### config.mk
export PLATFORM = sky130hd
export DESIGN_NAME = ssdq_mul
export DESIGN_NICKNAME = d
export VERILOG_FILES = /design/src/rtl/ssdq_pkg.sv /design/src/rtl/ssdq_mul.sv
export SDC_FILE = /design/constraint.sdc
export NUM_CORES = 1
export LEC_CHECK = 0
export BUFFER_PORTS_ARGS = -buffer_cell sky130_fd_sc_hd__buf_2
export CORE_ASPECT_RATIO = 2
export CORE_MARGIN = 2
export CORE_UTILIZATION = 45
export DETAILED_ROUTE_END_ITERATION = 8
export PLACE_DENSITY_LB_ADDON = 0.1
export SYNTH_ARGS = -nofsm -noshare
export SYNTH_HDL_FRONTEND = slang
export SYNTH_SLANG_ARGS = --single-unit
### constraint.sdc
create_clock -name clk -period 9.6 [get_ports clk]
set_clock_uncertainty 0.2 [all_clocks]
set_input_delay 0.96 -clock clk [delete_from_list [all_inputs] [get_ports clk]]
set_output_delay 0.96 -clock clk [all_outputs]
set_load 0.01 [all_outputs]
### src/rtl/ssdq_pkg.sv
// ssdq_pkg: shared types and constants of the sphere shell direction quantizer.
// Holds the request/response payload structs and datapath widths.
// No dependencies.
`timescale 1ns / 1ps

package ssdq_pkg;

	// payload widths
	localparam int DIR_W = 16;
	localparam int IDX_W = 12;

	// shared multiplier operand and product widths
	localparam int MUL_W  = 18;
	localparam int PROD_W = 2 * MUL_W;

	// rounded lattice coordinate, signed; covers far-off-unit inputs
	localparam int CRD_W = 14;

	// point count saturates here
	localparam logic [IDX_W-1:0] MAX_COUNT = '1;

	// request kinds
	localparam logic REQ_REBUILD = 1'b0;
	localparam logic REQ_LOOKUP  = 1'b1;

	typedef struct packed {
		logic                    req_type;
		logic signed [DIR_W-1:0] dir_x;
		logic signed [DIR_W-1:0] dir_y;
		logic signed [DIR_W-1:0] dir_z;
	} req_item_t;

	typedef struct packed {
		logic [IDX_W-1:0] point_index;
		logic             point_valid;
		logic [IDX_W-1:0] point_total;
	} rsp_item_t;

endpackage

### src/rtl/ssdq_mul.sv
// ssdq_mul: the shared signed multiplier with a registered product.
// Used for squares and shell test in rebuild, scaling and addressing in lookup.
// Depends on ssdq_pkg.
`timescale 1ns / 1ps

module ssdq_mul (
	input  logic                                  clk,
	input  logic signed [ssdq_pkg::MUL_W-1:0]     a,
	input  logic signed [ssdq_pkg::MUL_W-1:0]     b,
	output logic signed [ssdq_pkg::PROD_W-1:0]    prod_q
);

	// one product per cycle, registered
	always_ff @(posedge clk) begin
		prod_q <= ssdq_pkg::PROD_W'(a) * ssdq_pkg::PROD_W'(b);
	end

endmodule

## Word level (Yosys, flattened, before mapping)

Index checks and enable logic that the tools add are counted.

| storage, ports and cells | value |
|---|---|
| flip-flop bits (word level) | 36 |
| input bits | 37 |
| word-level logic and storage cells | 2 |

| operators by class | value |
|---|---|
| multiply operators | 1 |

Operators with widths:

| operator | count |
|---|---|
| $mul 18x18->36 | 1 |

## Logic depth before layout (Yosys ltp)

Gate-level depths: netlist of the first run.

| depth | value |
|---|---|
| depth after elaboration | 1 |
| gate-level depth with buffers | 26 |
| mapped depth without buffers | 23 |

## Least setup slack after synthesis of the first run

Ideal clock, no wire load.

| timing path | value |
|---|---|
| kind | input port to flip-flop |
| start point | in a[17] in the netlist's numbering |
| end point | reg prod_q[35] in the netlist's numbering |
| arrival time | 6915 ps |
| required time | 9328 ps |
| setup slack | 2413 ps |
| stages | 25 |
| cell sequence | clkbuf_1 > clkbuf_1 > nand2_1 > inv_1 > fa_1 > inv_1 > fa_1 > inv_1 > ha_1 > inv_1 > fa_1 > inv_1 > fa_1 > inv_1 > fa_1 > inv_1 > ha_1 > and3_1 > and4_1 > o211ai_1 > o211ai_1 > o41ai_1 > o2111ai_1 > a21oi_1 > xnor2_1 |

| between the ends | value |
|---|---|
| word-level cells in the longest chain between the ends | 1 |

Ends and longest elaborated chain:

| what | RTL line | RTL |
|---|---|---|
| from (decl) | ssdq_mul.sv:8 | `input logic signed [ssdq_pkg::MUL_W-1:0] a,` |
| $mul 18x18->36 | ssdq_mul.sv:15 | `prod_q <= ssdq_pkg::PROD_W'(a) * ssdq_pkg::PROD_W'(b);` |
| to (signal assigned) | ssdq_mul.sv:15 |  |
| to (decl) | ssdq_mul.sv:10 | `output logic signed [ssdq_pkg::PROD_W-1:0] prod_q` |

No other way between the ends.

## Worst setup path in the final report of the first run

Same ends and word-level chain as after synthesis.

==> results of run 1 <==
-- cells in the mapped netlist, types with 9 or more instances --
cell type / n / area share, %
a21oi_1: 20 / 0.78
and2_1: 163 / 7.9
clkbuf_1: 44 / 1.3
dfxtp_1: 36 / 5.6
fa_1: 329 / 51
ha_1: 93 / 9.0
inv_1: 371 / 11
nand2_1: 157 / 4.6
nand2b_1: 9 / 0.44
nor2_1: 18 / 0.52
nor2b_1: 17 / 0.82
o21ai_0: 15 / 0.58
xnor2_1: 32 / 2.2
-- path summary, 6_finish.rpt --
path | cells after the start | slack, ns | end
max | 24 | 1.77 | prod_q[35]
min | 2 | 0.90 | prod_q[0]
-- routing by layer --
| layer | vias up | GRT usage [%] | wire length (µm) |
|---|---|---|---|
| met5 | - | 0 | 0 |
| met4 | 0 | 13.77 | 2156 |
| met3 | 82 | 2.130 | 819 |
| met2 | 158 | 46.56 | 19470 |
| met1 | 4639 | 23.92 | 10370 |
| li1 | 4044 | - | - |
-- cell usage in the layout, fill, tap and decap left out, types with 3 or more instances in the layout --
master / Yosys / final
o21ai_0: 15 / 15
nand2_1: 157 / 157
o21bai_1: 5 / 5
xnor2_1: 32 / 32
and2_1: 163 / 163
a21oi_1: 20 / 20
nand3_1: 6 / 6
dfxtp_1: 36 / 36
a21o_1: 8 / 8
nor3_1: 5 / 5
o211ai_1: 5 / 5
buf_2: 0 / 72
inv_1: 371 / 371
ha_1: 93 / 93
clkbuf_16: 0 / 5
a31oi_1: 5 / 5
fa_1: 329 / 329
nor2_1: 18 / 18
nand2b_1: 9 / 9
a21boi_0: 3 / 3
nor2b_1: 17 / 17
a211o_1: 3 / 3
-- layout make-up --
type	count	area share [%]
Clock inverter	2	0.2551
Inverter	371	10.14
Multi-Input combinational cell	927	77.44
Clock buffer	6	0.9384
Tap cell	356	3.243
Sequential cell	36	5.248
Timing Repair Buffer	74	2.733
-- stage by stage --
stage	hold WS, ns	utilization, %	worst slack, ns	cell area (µm²)
after floorplan	0.8817	-	2.413	12910
after global placement	1.153	48.13	1.382	13570
after detailed placement	1.152	48.13	1.345	13570
after CTS	0.8826	48.71	1.681	13730
after global routing	0.9020	48.71	1.353	13730
final	0.8976	48.71	1.767	13730
-- cells by family after synthesis --
group / synth area share (%)
XOR/XNOR: 2.306
adder cells (fa/ha/maj): 60.01
flip-flops: 5.581
buffers and inverters: 12.06
AO/OA/AOI/OAI: 4.477
AND/OR/NAND/NOR: 15.40
multiplexers: 0.1647
==> impl_metrics.yaml, run 1 <==
sta:
  fmax_ghz: 0.1277
  worstMarginPinSlew_ns: 0.8776
  timing.slew.headroom_pct: 40.87
  setup-tns-final_ns: 0
  setup_violations: 0
  drv_slew: 0
  timing.final.crit_share_pct: 81.59
  period_needed_ns: 7.833
  hold_viol: 0
  rsz0062_at_grt: "false"
placement:
  gp_congestion: 0.9002
  hpwlAfterDp_mm: 28.42
  io_buffers: 72
  dp.cells: 1764
worst_setup_path:
  crit_path_top_delay_cell: "o41ai_1"
  path_max_fanout: 18
  arrival_ns: 7.88
  cpLargestDelayFamily: "adder cells"
  crit_chain: "buf_2, nand2_1, inv_1, fa_1, inv_1, fa_1, inv_1, ha_1, inv_1, fa_1, inv_1, fa_1, inv_1, fa_1, inv_1, ha_1, and3_1, and4_1, o211ai_1, o211ai_1, o41ai_1, o2111ai_1, a21oi_1, xnor2_1"
  critical_path_buf_inv_count: 8
  cp-start-kind: "input pin"
  slowest_delay_ns: 0.70
  startpoint: "a[17]"
  crit_type: "input pin to register"
  cp-end-kind: "register"
  crit_path_frequent_cell: "inv_1"
  worstPathRequired_ns: 9.65
cts:
  ctsHoldBuffers: 0
  cts_setup_buffers: 0
  clk_path_buf_depth: 2
  cts_tree: "built"
  clkSinkCount: 36
  cts_resized: 0
  numCtsBuffers: 5
  htree_levels: 2
  root_buffer: "clkbuf_16"
  clk_pin_slew_ns: 0.07
yosys:
  syn-num-nets: 1837
  yosys_warnings: 0
  ys_seq_elements: 36
  synth_top_flop_cell: "dfxtp_1"
  ys_seq_area_share_pct: 5.581
  synth_edf_count: 0
  syn_area_mm2: 0.01291
  synth_area_per_cell_um2: 9.371
  yosysUniqueCellTypes: 48
  async_reset_ff_share_pct: 0
  netlist_instances: 1378
cells_and_area:
  antenna_cells: 0
  nets: 1874
  layoutNonFillerInstCount: 1772
  largest_register_ffs: 36
  multi_input_area_mm2: 0.01064
  n_fill_cell: 2822
  register_area_um2: 720.7
  largest-register: "prod_q"
  reg.largest.list: "prod_q x36"
  areaGrowthSynthToFinish_pct: 6.347
  drive_gt1_share_pct: 6.568
grt:
  antenna_found_initial: 0
  grt_overflow_total: 0
  grt_max_degree: 20
  track_usage_pct: 24.06
  grt_pass1_wl_mm: 53.55
  grt_pass1_vias: 10330
die:
  start_util_pct: 45.80
  rows: 87
  fp.dieW_um: 123.8
  dieHeight_um: 243.6
  ios: 73
  design.core.area_mm2: 0.02819
  die_area_mm2: 0.03015
run_status:
  run_status: "finished clean"
job:
  maxCapViolCount: 0
routing:
  vias: 8923
  totalWireLength_mm: 32.82
  wl_per_cell_um: 18.52
  antenna_left: 0
  vias_per_cell: 5.036
  drtIter0Drc: 290
  first_pass_iters: 4
  drc: 0
worst_hold_path:
  holdCritStartpoint: "b[0]"
  min_path_type: "input pin to register"
Power of run 1 is left out: the tool's default activity adds up to more than one toggle a clock period on the data nets, which glitch-free logic cannot reach.
==> run 2: changes to the inputs <==
Clock period 9.6 ns to 8.01 ns, I/O delays scaled along.
==> impl_metrics.yaml, run 2 (synthesis results as in run 1) <==
cts:
  cts_setup_buffers: 0
  root_buffer: "clkbuf_16"
  clk_pin_slew_ns: 0.06
  htree_levels: 2
  clk_path_buf_depth: 2
  cts_resized: 0
  clkSinkCount: 36
  cts_tree: "built"
  ctsHoldBuffers: 0
  numCtsBuffers: 5
placement:
  io_buffers: 72
  gp_congestion: 0.8603
  pre_cts_ws_ns: 0.4026
  hpwlAfterDp_mm: 29.33
  dp.cells: 1782
cells_and_area:
  largest-register: "prod_q"
  areaGrowthSynthToFinish_pct: 7.305
  layoutNonFillerInstCount: 1789
  final_common_cell: "inv_1"
  nets: 1892
  mostFrequentLayoutCells: "371 x inv_1, 329 x fa_1, 163 x and2_1"
  largest_register_ffs: 36
  reg.largest.list: "prod_q x36"
  antenna_cells: 0
  drive_gt1_share_pct: 7.746
sta:
  fmax_ghz: 0.1385
  hold_viol: 0
  holdWs_ns: 0.7470
  drv_slew: 0
  period_needed_ns: 7.220
  setup-tns-final_ns: 0
  timing.slew.headroom_pct: 52.30
  worstMarginPinSlew_ns: 0.7062
  setup_violations: 0
  rsz0062_at_grt: "false"
  timing.final.crit_share_pct: 90.13
  setup_ws_ns: 0.7905
die:
  die_area_mm2: 0.03015
  start_util_pct: 45.80
  design.core.area_mm2: 0.02819
  ios: 73
  dieHeight_um: 243.6
  fp.dieW_um: 123.8
  rows: 87
grt:
  grt_max_degree: 20
  grt_overflow_total: 0
  antenna_found_initial: 2
  grt_pass1_vias: 10410
  track_usage_pct: 24.49
  grt_pass1_wl_mm: 54.28
worst_hold_path:
  holdPathStages: 2
  min_path_type: "input pin to register"
  holdCritStartpoint: "a[0]"
  whs_endpoint: "prod_q[0]"
worst_setup_path:
  crit_type: "input pin to register"
  crit_chain: "buf_2, nand2_1, fa_1, inv_1, fa_1, fa_1, fa_1, fa_1, inv_1, fa_1, inv_1, ha_1, and3_1, and4_1, o211ai_1, o211ai_1, o41ai_1, o2111ai_1, a21oi_1, xnor2_1"
  cp-end-kind: "register"
  crit_path_top_delay_cell: "fa_1"
  arrival_ns: 7.25
  path_max_fanout: 18
  crit_path_frequent_cell: "fa_1"
  cp-start-kind: "input pin"
  worstPathRequired_ns: 8.05
  slowest_delay_ns: 0.90
routing:
  antenna_left: 0
  totalWireLength_mm: 33.75
  wl_per_cell_um: 18.87
  first_pass_iters: 4
  vias: 9039
  vias_per_cell: 5.053
  drc: 0
  drtIter0Drc: 288
run_status:
  run_status: "finished clean"
job:
  maxCapViolCount: 0
## run 2: changes by cell type in the layout (fill, tap and decap cells not counted), sizes merged
cell    before  now
buf         74   92
clkbuf       6    7
clkinv       1    0
bufinv       1    0
## run 2: area by class of cell
class                      instances  area (µm²)
tap                              356       445.4
clock buffer                       7       152.6
timing repair buffer              92       510.5
inverter                         371        1393
multi-input combinational        927       10640
sequential                        36       720.7
fill                            2782       14340
## run 2: metal layers
| metal | up-vias | part of all wire (%) | track usage [%] |
|---|---|---|---|
| met5 | - | 0.021 | 0 |
| met4 | 2 | 5.2 | 11.23 |
| met3 | 87 | 3.5 | 2.622 |
| met2 | 189 | 60 | 48.04 |
| met1 | 4675 | 31 | 24.72 |
| li1 | 4086 | - | - |
## run 2: metrics by stage
stage               utilization, %  instance area (µm²)
floorplan                        -                12910
finish                       49.15                13860
global placement             48.61                13700
detailed placement           48.61                13700
CTS                          49.15                13860
global route                 49.15                13860
## run 2: how the worst max path moves through the flow
stage	startpoint	to	slack, ns	cells after the start
6_report	b[3]	prod_q[35]	0.79	20
5_1_grt	a[17]	prod_q[35]	0.44	20
4_1_cts	a[17]	prod_q[35]	0.72	20
3_5_place_dp	a[17]	prod_q[35]	0.40	20
3_3_place_gp	b[3]	prod_q[35]	0.44	20
2_1_floorplan	a[17]	prod_q[35]	0.98	25
## run 2: worst max-delay path, delay by kind of cell
family / cells / cell delay (ns)
and+or+nand+nor: 3 / 0.63
AOI/OAI and AO/OA: 5 / 1.29
xor gates and xnor gates: 1 / 0.14
buffers and inverters: 4 / 0.53
adders and majority gates: 7 / 3.87
Power of run 2 is left out for the same reason.
